File: src/sv/morse_symbol_keyer_assert.svh
// Assertion macros for the Morse symbol keyer.
// Included by the top level only; no other dependencies.
`ifndef MORSE_SYMBOL_KEYER_ASSERT_SVH
`define MORSE_SYMBOL_KEYER_ASSERT_SVH

// Same-cycle implication, checked only out of reset.
`define MSK_ASSERT_IMP(label, clk, rst_n, ante, cons) \
    label: assert property (@(posedge clk) disable iff (!rst_n) (ante) |-> (cons)) \
        else $error("keyer check failed");

// Next-cycle implication, checked only out of reset.
`define MSK_ASSERT_NXT(label, clk, rst_n, ante, cons) \
    label: assert property (@(posedge clk) disable iff (!rst_n) (ante) |=> (cons)) \
        else $error("keyer check failed");

`endif

File: src/sv/msk_pkg.sv
// Shared types and constants for the Morse symbol keyer.
// No dependencies; imported by every keyer module.
`timescale 1ns / 1ps

package msk_pkg;

    localparam int STORE_DEPTH = 256;
    localparam int POS_W       = $clog2(STORE_DEPTH);
    localparam int LEN_W       = POS_W + 1;
    localparam int NUM_BANKS   = 2;
    localparam int BANK_DEPTH  = STORE_DEPTH / NUM_BANKS;
    localparam int BANK_AW     = POS_W - 1;

    localparam int DIT_W       = 12;
    localparam int TICK_W      = 16;
    localparam int PLAY_W      = 8;
    localparam logic [DIT_W-1:0] DIT_RESET = 12'd100;

    typedef enum logic [2:0] {
        CODE_DOT        = 3'd0,
        CODE_DASH       = 3'd1,
        CODE_LETTER_GAP = 3'd2,
        CODE_WORD_GAP   = 3'd3,
        CODE_END        = 3'd4
    } t_code;

    typedef enum logic [1:0] {
        REQ_TICK = 2'd0,
        REQ_LOAD = 2'd1,
        REQ_RUN  = 2'd2
    } t_req;

    // Up to two writes per load: the symbol and the end mark at the next slot.
    // Consecutive slots always land in different banks.
    typedef struct packed {
        logic             sym_we;
        logic [POS_W-1:0] sym_addr;
        t_code            sym_code;
        logic             end_we;
        logic [POS_W-1:0] end_addr;
    } t_store_wr;

    typedef struct packed {
        logic [PLAY_W-1:0] play_position;
        logic              message_pending;
        logic              led_on;
    } t_result;

endpackage

File: src/sv/msk_store.sv
// Symbol store: two interleaved single-port-write banks with a registered read.
// Depends on msk_pkg. Forwards a same-cycle write to the read data.
`timescale 1ns / 1ps

module msk_store (
    input  logic                    i_clk,
    input  logic                    i_rst_n,
    input  msk_pkg::t_store_wr      i_wr,
    input  logic [msk_pkg::POS_W-1:0] i_rd_addr,
    output msk_pkg::t_code          o_rd_code
);
    import msk_pkg::*;

    t_code bank_q [NUM_BANKS];
    logic  r_sel;

    for (genvar b = 0; b < NUM_BANKS; b++) begin : g_bank
        t_code              mem [BANK_DEPTH];
        logic               we;
        logic [BANK_AW-1:0] widx;
        logic [BANK_AW-1:0] ridx;
        t_code              wdata;
        t_code              r_q;
        t_code              r_wd;
        logic               r_hit;

        assign ridx = i_rd_addr[POS_W-1:1];

        always_comb begin
            we    = 1'b0;
            widx  = i_wr.sym_addr[POS_W-1:1];
            wdata = i_wr.sym_code;
            if (i_wr.sym_we && (i_wr.sym_addr[0] == 1'(b))) begin
                we = 1'b1;
            end else if (i_wr.end_we && (i_wr.end_addr[0] == 1'(b))) begin
                we    = 1'b1;
                widx  = i_wr.end_addr[POS_W-1:1];
                wdata = CODE_END;
            end
        end

        always_ff @(posedge i_clk) begin
            if (we) begin
                mem[widx] <= wdata;
            end
            r_q  <= mem[ridx];
            r_wd <= wdata;
        end

        always_ff @(posedge i_clk) begin
            if (!i_rst_n) begin
                r_hit <= 1'b0;
            end else begin
                r_hit <= we && (widx == ridx);
            end
        end

        assign bank_q[b] = r_hit ? r_wd : r_q;
    end

    always_ff @(posedge i_clk) begin
        if (!i_rst_n) begin
            r_sel <= 1'b0;
        end else begin
            r_sel <= i_rd_addr[0];
        end
    end

    assign o_rd_code = bank_q[r_sel];

endmodule

File: src/sv/msk_ctrl.sv
// Keyer control: phase, timing, positions and the dit register.
// Depends on msk_pkg. Reads the entry at the play position from msk_store.
`timescale 1ns / 1ps

module msk_ctrl (
    input  logic                        i_clk,
    input  logic                        i_rst_n,
    input  logic                        i_cfg_wr_en,
    input  logic [msk_pkg::DIT_W-1:0]   i_cfg_wr_data,
    input  logic                        i_accept,
    input  logic [1:0]                  i_req_type,
    input  logic [1:0]                  i_symbol,
    input  logic                        i_first,
    input  logic                        i_last,
    input  logic                        i_run_enable,
    input  msk_pkg::t_code              i_code,
    output msk_pkg::t_store_wr          o_wr,
    output logic [msk_pkg::POS_W-1:0]   o_rd_addr,
    output msk_pkg::t_result            o_result
);
    import msk_pkg::*;

    typedef enum logic [1:0] {
        PH_CHOOSE = 2'd0,
        PH_MARK   = 2'd1,
        PH_GAP    = 2'd2
    } t_phase;

    t_phase             r_phase,   n_phase;
    logic [TICK_W-1:0]  r_elapsed, n_elapsed;
    logic [TICK_W-1:0]  r_period,  n_period;
    logic [POS_W-1:0]   r_rp,      n_rp;
    logic [LEN_W-1:0]   r_len,     n_len;
    logic               r_frozen,  n_frozen;
    logic [DIT_W-1:0]   r_dit;

    logic [TICK_W-1:0]  dit1, dit3, dit7;
    logic [TICK_W-1:0]  elapsed_inc;
    logic [LEN_W-1:0]   len_base, len_mid, len_fin;

    assign dit1 = TICK_W'(r_dit);
    assign dit3 = dit1 + (dit1 << 1);
    assign dit7 = (dit1 << 3) - dit1;
    assign elapsed_inc = (r_elapsed != '1) ? r_elapsed + 1'b1 : r_elapsed;

    always_comb begin
        n_phase   = r_phase;
        n_elapsed = r_elapsed;
        n_period  = r_period;
        n_rp      = r_rp;
        n_len     = r_len;
        n_frozen  = r_frozen;
        o_wr      = '0;
        len_base  = i_first ? '0 : r_len;
        len_mid   = len_base;
        len_fin   = len_base;

        if (i_accept) begin
            case (t_req'(i_req_type))
                REQ_TICK: begin
                    if (!r_frozen) begin
                        if (r_phase == PH_CHOOSE) begin
                            if ({1'b0, r_rp} < r_len) begin
                                case (i_code)
                                    CODE_DASH: begin
                                        n_phase = PH_MARK; n_period = dit3; n_elapsed = '0;
                                    end
                                    CODE_DOT: begin
                                        n_phase = PH_MARK; n_period = dit1; n_elapsed = '0;
                                    end
                                    CODE_LETTER_GAP: begin
                                        n_phase = PH_GAP; n_period = dit3; n_elapsed = '0;
                                    end
                                    CODE_WORD_GAP: begin
                                        n_phase = PH_GAP; n_period = dit7; n_elapsed = '0;
                                    end
                                    default: begin
                                        // end mark: message done, drop it
                                        n_len = '0;
                                        n_rp  = '0;
                                    end
                                endcase
                            end
                        end else begin
                            n_elapsed = elapsed_inc;
                            if (elapsed_inc > r_period) begin
                                if (r_phase == PH_MARK) begin
                                    n_phase   = PH_GAP;
                                    n_period  = dit1;
                                    n_elapsed = '0;
                                end else begin
                                    n_rp    = r_rp + 1'b1;
                                    n_phase = PH_CHOOSE;
                                end
                            end
                        end
                    end
                end
                REQ_LOAD: begin
                    if (i_first) begin
                        n_rp      = '0;
                        n_phase   = PH_CHOOSE;
                        n_elapsed = '0;
                    end
                    // last slot is reserved for the end mark
                    if (len_base < LEN_W'(STORE_DEPTH - 1)) begin
                        o_wr.sym_we   = 1'b1;
                        o_wr.sym_addr = len_base[POS_W-1:0];
                        o_wr.sym_code = t_code'({1'b0, i_symbol});
                        len_mid       = len_base + 1'b1;
                    end
                    len_fin = len_mid;
                    if (i_last && (len_mid < LEN_W'(STORE_DEPTH))) begin
                        o_wr.end_we   = 1'b1;
                        o_wr.end_addr = len_mid[POS_W-1:0];
                        len_fin       = len_mid + 1'b1;
                    end
                    n_len = len_fin;
                end
                REQ_RUN: begin
                    n_frozen = !i_run_enable;
                end
                default: begin
                end
            endcase
        end
    end

    // Read ahead at the next play position so the entry is ready next cycle.
    assign o_rd_addr = n_rp;

    assign o_result.led_on          = (n_phase == PH_MARK);
    assign o_result.message_pending = ({1'b0, n_rp} < n_len);
    assign o_result.play_position   = PLAY_W'(n_rp);

    always_ff @(posedge i_clk) begin
        if (!i_rst_n) begin
            r_phase   <= PH_CHOOSE;
            r_elapsed <= '0;
            r_period  <= '0;
            r_rp      <= '0;
            r_len     <= '0;
            r_frozen  <= 1'b0;
            r_dit     <= DIT_RESET;
        end else begin
            r_phase   <= n_phase;
            r_elapsed <= n_elapsed;
            r_period  <= n_period;
            r_rp      <= n_rp;
            r_len     <= n_len;
            r_frozen  <= n_frozen;
            if (i_cfg_wr_en) begin
                r_dit <= i_cfg_wr_data;
            end
        end
    end

endmodule

File: src/sv/morse_symbol_keyer.sv
// Morse symbol keyer top level: stream ports, output register, assertions.
// Depends on msk_pkg, msk_ctrl, msk_store and morse_symbol_keyer_assert.svh.
//
//   channel   dir  handshake                       payload
//   s_axis    in   s_axis_tvalid / s_axis_tready   tdata, tuser, tlast
//   m_axis    out  m_axis_tvalid / m_axis_tready   tdata
//   cfg       in   i_cfg_wr_en                     i_cfg_wr_data (dit length)
//
// One request per cycle unless a result is stalled, one result per request, registered
// in the cycle after acceptance. The store is read every cycle at the next play position; a write in the same
// cycle is forwarded, so a tick can follow a load directly.
// A stalled result holds s_axis_tready low; a taken result frees the slot the
// same cycle. Reset is synchronous; the store needs no clearing.
`timescale 1ns / 1ps

`include "morse_symbol_keyer_assert.svh"

module morse_symbol_keyer (
    input  logic        i_clk,
    input  logic        i_rst_n,
    input  logic        i_cfg_wr_en,
    input  logic [11:0] i_cfg_wr_data,
    input  logic        s_axis_tvalid,
    output logic        s_axis_tready,
    input  logic [7:0]  s_axis_tdata,   // [1:0] symbol, [2] run_enable
    input  logic [2:0]  s_axis_tuser,   // [1:0] req_type, [2] first_symbol
    input  logic        s_axis_tlast,   // last_symbol
    output logic        m_axis_tvalid,
    input  logic        m_axis_tready,
    output logic [15:0] m_axis_tdata    // [0] led_on, [1] message_pending, [9:2] play_position
);
    import msk_pkg::*;

    logic              accept;
    t_store_wr         wr;
    logic [POS_W-1:0]  rd_addr;
    t_code             rd_code;
    t_result           result;
    logic              r_out_valid;
    t_result           r_out_data;

    assign s_axis_tready = !r_out_valid || m_axis_tready;
    assign accept        = s_axis_tvalid && s_axis_tready;

    msk_ctrl u_ctrl (
        .i_clk        (i_clk),
        .i_rst_n      (i_rst_n),
        .i_cfg_wr_en  (i_cfg_wr_en),
        .i_cfg_wr_data(i_cfg_wr_data),
        .i_accept     (accept),
        .i_req_type   (s_axis_tuser[1:0]),
        .i_symbol     (s_axis_tdata[1:0]),
        .i_first      (s_axis_tuser[2]),
        .i_last       (s_axis_tlast),
        .i_run_enable (s_axis_tdata[2]),
        .i_code       (rd_code),
        .o_wr         (wr),
        .o_rd_addr    (rd_addr),
        .o_result     (result)
    );

    msk_store u_store (
        .i_clk    (i_clk),
        .i_rst_n  (i_rst_n),
        .i_wr     (wr),
        .i_rd_addr(rd_addr),
        .o_rd_code(rd_code)
    );

    always_ff @(posedge i_clk) begin
        if (!i_rst_n) begin
            r_out_valid <= 1'b0;
        end else if (accept) begin
            r_out_valid <= 1'b1;
        end else if (m_axis_tready) begin
            r_out_valid <= 1'b0;
        end
    end

    always_ff @(posedge i_clk) begin
        if (accept) begin
            r_out_data <= result;
        end
    end

    assign m_axis_tvalid = r_out_valid;
    assign m_axis_tdata  = 16'({r_out_data.play_position,
                                r_out_data.message_pending,
                                r_out_data.led_on});

    // every request yields a result in the next cycle
    `MSK_ASSERT_NXT(a_req_gives_result, i_clk, i_rst_n, accept, m_axis_tvalid)
    // a result waiting on the sink blocks new requests
    `MSK_ASSERT_IMP(a_stall_blocks_input, i_clk, i_rst_n, m_axis_tvalid && !m_axis_tready, !s_axis_tready)
    // a mark only sounds while the message still has symbols left
    `MSK_ASSERT_IMP(a_mark_implies_pending, i_clk, i_rst_n, m_axis_tvalid && m_axis_tdata[0], m_axis_tdata[1])

endmodule

File: config.mk
export PLATFORM = sky130hd
export DESIGN_NAME = morse_symbol_keyer
export DESIGN_NICKNAME = d
export VERILOG_FILES = /design/src/sv/msk_pkg.sv /design/src/sv/msk_store.sv /design/src/sv/msk_ctrl.sv /design/src/sv/morse_symbol_keyer.sv
export VERILOG_INCLUDE_DIRS = /design/src /design/src/sv
export SDC_FILE = /design/constraint.sdc
export NUM_CORES = 1
export LEC_CHECK = 0
export BUFFER_PORTS_ARGS = -buffer_cell sky130_fd_sc_hd__buf_2
export CAP_MARGIN = 40
export CORE_MARGIN = 5
export CORE_UTILIZATION = 60
export DETAILED_ROUTE_END_ITERATION = 8
export PLACE_DENSITY = 0.76
export SYNTH_ARGS = -nofsm -noshare
export SYNTH_HDL_FRONTEND = slang
export SYNTH_HIERARCHICAL = 1
export SYNTH_SLANG_ARGS = --single-unit
File: constraint.sdc
create_clock -name i_clk -period 10.32 [get_ports i_clk]
set_clock_uncertainty 0.1 [all_clocks]
set_input_delay 2.064 -clock i_clk [delete_from_list [all_inputs] [get_ports i_clk]]
set_output_delay 2.064 -clock i_clk [all_outputs]
set_load 0.02 [all_outputs]
# ---- Word-level counts from Yosys, hierarchy flattened
# Memory sizes are Yosys's and may differ from the RTL's. A register that Yosys moved wholly into a read port is not among the register bits.
# Index checks and enable logic that the tools add are counted.
dict set report totals {
  register_bits 84
  ramBits 768
  inputBits 29
  out_inout_bits 18
  word_cells 145
  mem_count 2
}
# name words word_bits read_ports rd_clocked_by_memory_dff wr line
set mem_list {}
lappend mem_list {{u_store.g_bank[0].mem} 128 3 1 1 1 msk_store.sv:18} ;# t_code mem [BANK_DEPTH];
lappend mem_list {{u_store.g_bank[1].mem} 128 3 1 1 1 msk_store.sv:18}
dict set report op_classes {
  n_addsub 6
  n_lt_le_gt_ge 6
  n_eq_ne 16
  muxes 70
  n_bitwise 4
  reduce_logical 25
}
# operator count
set op_table {}
lappend op_table {{16-bit two-way mux} 12}
lappend op_table {{9-bit two-way mux} 11}
lappend op_table {{8-bit two-way mux} 8}
lappend op_table {{16-bit case mux with 3 select lines} 1}
lappend op_table {{21-bit two-way mux} 2}
lappend op_table {{16-bit case mux with 2 select lines} 1}
lappend op_table {{7-bit two-way mux} 4}
lappend op_table {{3-bit two-way mux} 9}
lappend op_table {{9-bit by 1-bit adder with 9-bit output (second input constant)} 2}
lappend op_table {{8-bit by 9-bit less-than comparator with 1-bit output} 2}
lappend op_table {{9-bit case mux with 2 select lines} 1}
lappend op_table {{16-bit by 1-bit adder with 16-bit output (second input constant)} 1}
lappend op_table {{16-bit greater-than comparator} 1}
lappend op_table {{16-bit != test (second input constant)} 1}
lappend op_table {{8-bit case mux with 2 select lines} 1}
lappend op_table {{15-bit by 12-bit subtractor with 16-bit output} 1}
lappend op_table {{12-bit by 13-bit adder with 14-bit output} 1}
lappend op_table {{7-bit == test} 2}
lappend op_table {{2-bit two-way mux} 7}
lappend op_table {{12-bit two-way mux} 1}
lappend op_table {{1-bit two-way mux} 10}
lappend op_table {{9-bit by 8-bit less-than comparator with 1-bit output (second input constant)} 1}
lappend op_table {{9-bit less-than comparator (second input constant)} 1}
lappend op_table {{8-bit by 1-bit adder with 8-bit output (second input constant)} 1}
lappend op_table {{other kinds (22)} 45}

# ---- Logic depth before layout (Yosys ltp)
dict set report depth {
  ltp_word 16
  depth_mapped 23
  ltp_nobuf 23
}

# ---- By module
# Netlist, hierarchy kept.
# module instances cells_each area_each_um2 seq_area_each_um2
set by_module_without_submodules {}
lappend by_module_without_submodules {msk_store 1 1600 31705.4 23362.4}
lappend by_module_without_submodules {msk_ctrl 1 695 5491.5 1281.2}
lappend by_module_without_submodules {morse_symbol_keyer 1 22 406.6 320.3}

# ---- Worst setup path after synthesis
# Ideal clock, no wire load.
dict set report synth_path {
  path_kind {input-to-reg}
  from {input port s_axis_tuser[2]}
  to {memory u_store/g_bank[0].mem[0][0] in the netlist's numbering (data pin)}
  setup_ns 0.537
  arrival_ns 6.471
  required_ns 9.683
  setup_slack_ns 3.212
  cell_stages 15
  path_buffers 5
  path_cell_list {buf_2 > buf_1 > nor2_1 > ha_1 > nand4_1 > nor2_1 > a41oi_4 > ha_1 > and3_1 > nor2b_1 > clkbuf_1 > nand2_1 > buf_1 > clkbuf_1 > and2_1}
}
# element line
set synth_lines {}
lappend synth_lines {{start, declared} morse_symbol_keyer.sv:26} ;# input logic [2:0] s_axis_tuser,
lappend synth_lines {{end, declared} msk_store.sv:18}

# ---- Worst setup path after layout
dict set report layout_path {
  from {register u_ctrl.r_elapsed[3]}
  to {register u_store.g_bank[1].r_q[2] (read register of u_store.g_bank[1].mem)}
}
dict set report layout_between {
  elab_chain_cells 8
  elab_cells_between_ends 9
  classes_between {add/sub (1); order compare (1); eq/ne (1); mux (6)}
}
# element line
set layout_lines {}
lappend layout_lines {{start, declared} msk_ctrl.sv:30} ;# logic [TICK_W-1:0] r_elapsed, n_elapsed;
lappend layout_lines {{start signal, assigned} msk_ctrl.sv:147} ;# r_elapsed <= n_elapsed;
lappend layout_lines {{16-bit by 1-bit adder with 16-bit output or 16-bit != test (tied branches)} msk_ctrl.sv:44} ;# assign elapsed_inc = (r_elapsed != '1) ? r_elapsed + 1'b1 : r_elapsed;
lappend layout_lines {{16-bit two-way mux *} msk_ctrl.sv:44}
lappend layout_lines {{16-bit greater-than comparator *} msk_ctrl.sv:86} ;# if (elapsed_inc > r_period) begin
lappend layout_lines {{8-bit two-way mux *} msk_ctrl.sv:86}
lappend layout_lines {{8-bit two-way mux *} msk_ctrl.sv:62} ;# if (r_phase == PH_CHOOSE) begin
lappend layout_lines {{8-bit two-way mux *} msk_ctrl.sv:61} ;# if (!r_frozen) begin
lappend layout_lines {{8-bit case mux with 2 select lines *} msk_ctrl.sv:59} ;# case (t_req'(i_req_type))
lappend layout_lines {{8-bit two-way mux *} msk_ctrl.sv:58} ;# if (i_accept) begin
lappend layout_lines {{net rd_addr[2]} morse_symbol_keyer.sv:36} ;# logic [POS_W-1:0] rd_addr;
lappend layout_lines {{end, declared} msk_store.sv:23} ;# t_code r_q;
# The timed path passes the listed nets; every way through them passes the cells marked *.
# A chain may end at the register's enable or synchronous reset.

==> impl_metrics.ini <==
[timing]
fmax_mhz = 136
setup_tns_ns = 0
worst_slew_pin_slew_ns = 0.999
min_period_ns = 7.37
rsz0062_at_grt = false
slew_violations = 0
fin_ws_ns = 2.95
hold_viol_final = 0
fin_crit_sh_pct = 71.4
slew_headroom_pct = 32.9
setup_violations = 0

[yosys]
synth_cells = 2317
synthesis.area_um2 = 37600
synth_edf_count = 778
synth.ff_latch_count = 858
synthDistinctLibCells = 86
async_flop_share_pct = 0
seq_area_frac_synth_pct = 66.4
synth.avg_cell_area_um2 = 16.2
ys.flop_type = edfxtp_1
yosysWarnings = 6

[floorplanning]
io_pins = 47
die_h_um = 260
core_region_area_um2 = 61900
die-area_um2 = 67800
die_w_um = 260
rows = 91
initial_core_util_pct = 60.7

[place]
place_ws_ns = 2.92
io_buffers = 35
dp_hpwl_um = 52000
postPlaceCellArea_um2 = 38900
gp_congestion = 0.917

[worst_setup_path]
r2r_slack_ns = 2.95
r2r-start = u_ctrl/r_elapsed[3]
crit_arrival_ns = 7.77
critical_path_class = flip-flop to flip-flop
worstReg2RegEnd = u_store/g_bank[1].r_q[2]
cp-end-kind = flip-flop
worstPathRequired_ns = 10.72
critPathLaunchType = flip-flop
worstPathMaxFanout = 59
reg2regPathDepth = 17

[clock_tree]
ctsHoldBuffers = 0
cts_resized = 0
cts_tree = yes
clk_latency_ns = 0.62
htree_levels = 3
cts_buffers = 83
clock-sinks = 858
post_cts_buffers = 0
cts_root_buffer = clkbuf_16
cts_buffer_depth = 3
clkTransAtPathRegs_ns = 0.06

[global_route]
grt_pass1_wl_um = 130000
antenna_found_initial = 0
grt_pass1_vias = 21832
grt_use_total_pct = 25.2
overflow = 0
grt_start_max_net_pins = 93

[finish]
area_growth_pct = 10.6
final_area_um2 = 41600
final_cell_mix = 778 x edfxtp_1, 339 x nor2_1, 252 x mux4_2, 103 x nand2_1, 84 x clkbuf_16
fin_nets = 2456
antenna_cells = 0
final_common_cell = edfxtp_1
drive_above_1_share_pct = 20.8

[power]
leakage_nw = 13.0
peakVddDrop_uv = 122
powerDensity_nw_per_um2 = 166

[outcome]
outcome = finished clean

[detailed_routing]
drc_errors = 0
wire_per_inst_um = 25.9
vias = 21363
ant_nets = 0
dr.pass1.iters = 6
vias_per_cell = 6.54
routed_wl_um = 84800
drtIter0Drc = 2787

[hold_path]
worstHoldPathCells = 2
hp-start = u_ctrl/r_period[15]
hp-class = flip-flop to flip-flop
hold_end = u_ctrl/r_period[15]

[flow_run]
cap_violations = 0
-- flip-flops by register name (all words and copies together) (netlist names) --
| signal | flops |
|---|---|
| u_ctrl/r_rp | 8 |
| u_store/g_bank.r_hit | 2 |
| u_store/g_bank.r_wd | 6 |
| u_ctrl/r_dit | 12 |
| u_store/g_bank.r_q | 6 |
| m_axis_tdata | 10 |
| u_store/g_bank.mem | 768 |
| u_store/r_sel | 1 |
| u_ctrl/r_phase | 2 |
| u_ctrl/r_len | 9 |
| m_axis_tvalid | 1 |
| u_ctrl/r_period | 16 |
| u_ctrl/r_frozen | 1 |
| u_ctrl/r_elapsed | 16 |
-- stage by stage --
step                hold slack [ns]  util [%]  std cells  power, mW
floorplan                     0.345         -       2322       3.99
global placement              0.364      62.3       3099       4.04
detailed placement            0.377      62.8       3116       4.05
CTS                           0.386      67.1       3267       6.96
global route                  0.428      67.1       3268       7.15
finish                        0.395      67.1       3268       6.92
-- layout make-up --
class	instances	area, um2
sequential	858	25000
fill	3995	20400
multi-input combinational	1285	12000
clock buffer	94	2140
tap	837	1050
timing repair buffer	80	768
clock inverter	57	483
inverter	57	214
-- per-layer routing --
metal | share of wire (%) | vias up | track usage, %
li1 | - | 9215 | -
met1 | 37 | 10877 | 35.0
met2 | 50 | 1091 | 42.2
met3 | 9.4 | 180 | 3.91
met4 | 2.8 | 0 | 7.57
met5 | 0 | - | 0
-- cells by family (layout without fill, tap and decap cells) --
kind of cell,Yosys count,count (layout),share of synthesized area [%]
flip-flops,858,858,66.4
AND/OR/NAND/NOR,644,644,7.79
multiplexers,299,299,16.4
AO/OA/AOI/OAI,233,233,4.29
buffers and inverters,179,288,2.12
adder cells (fa/ha/maj),62,62,2.08
XOR/XNOR,40,40,0.932
other,2,7,0.0200
-- where the power goes --
part           leakage, nW  switching, mW  internal [mW]
logic                 4.13          0.129         0.0648
clock network         1.29           1.27           1.67
registers             7.59        0.00929           3.78
-- critical path, cell delays in order (launching register included) --
cell and delay, ns:
dfxtp_1 0.47, nand4_1 0.20, nor4_2 0.51, nand4_1 0.36
nand4_1 0.36, nor2_1 0.15, xor2_1 0.17, ha_1 0.32
nand4_1 0.18, or3_1 0.42, o2111a_2 0.34, nor2_1 0.27
a31o_4 0.77, buf_4 0.76, mux4_2 0.43, mux4_2 0.52
mux4_2 0.53, mux2_2 0.29
-- worst max path at each step --
stage / startpoint / to / slack [ns] / cells after the start
2_1_floorplan: s_axis_tuser[2] / u_store/g_bank[0].mem[0][0] / 3.21 / 15
6_report: u_ctrl/r_elapsed[3] / u_store/g_bank[1].r_q[2] / 2.95 / 17
4_1_cts: u_ctrl/r_elapsed[3] / u_store/g_bank[0].r_q[0] / 2.90 / 18
3_3_place_gp: u_ctrl/r_elapsed[3] / u_store/g_bank[0].r_q[0] / 2.62 / 18
5_1_grt: u_ctrl/r_elapsed[3] / u_store/g_bank[0].r_q[2] / 2.53 / 18
3_5_place_dp: u_ctrl/r_elapsed[3] / u_store/g_bank[0].r_q[0] / 2.92 / 18
-- Yosys cell counts (12+ instances only) --
cell | instances | area share [%]
a211oi_1 | 16 | 0.32
a21o_1 | 15 | 0.30
a21oi_1 | 54 | 0.72
a22o_1 | 13 | 0.30
a22oi_1 | 13 | 0.26
a31oi_1 | 13 | 0.22
and2_1 | 17 | 0.28
and3_1 | 25 | 0.42
buf_1 | 18 | 0.18
buf_4 | 29 | 0.58
clkbuf_1 | 67 | 0.67
dfxtp_1 | 80 | 4.3
edfxtp_1 | 778 | 62
ha_1 | 61 | 2.0
inv_1 | 56 | 0.56
mux2_2 | 12 | 0.36
mux2i_1 | 35 | 0.93
mux4_2 | 252 | 15
nand2_1 | 104 | 1.0
nand2b_1 | 23 | 0.38
nand3_1 | 45 | 0.60
nand4_1 | 15 | 0.25
nor2_1 | 339 | 3.4
nor2b_1 | 12 | 0.20
nor3_1 | 20 | 0.27
o21ai_0 | 34 | 0.45
xnor2_1 | 26 | 0.61
xor2_1 | 14 | 0.33
No activity file was read; power rests on OpenSTA's default activity.
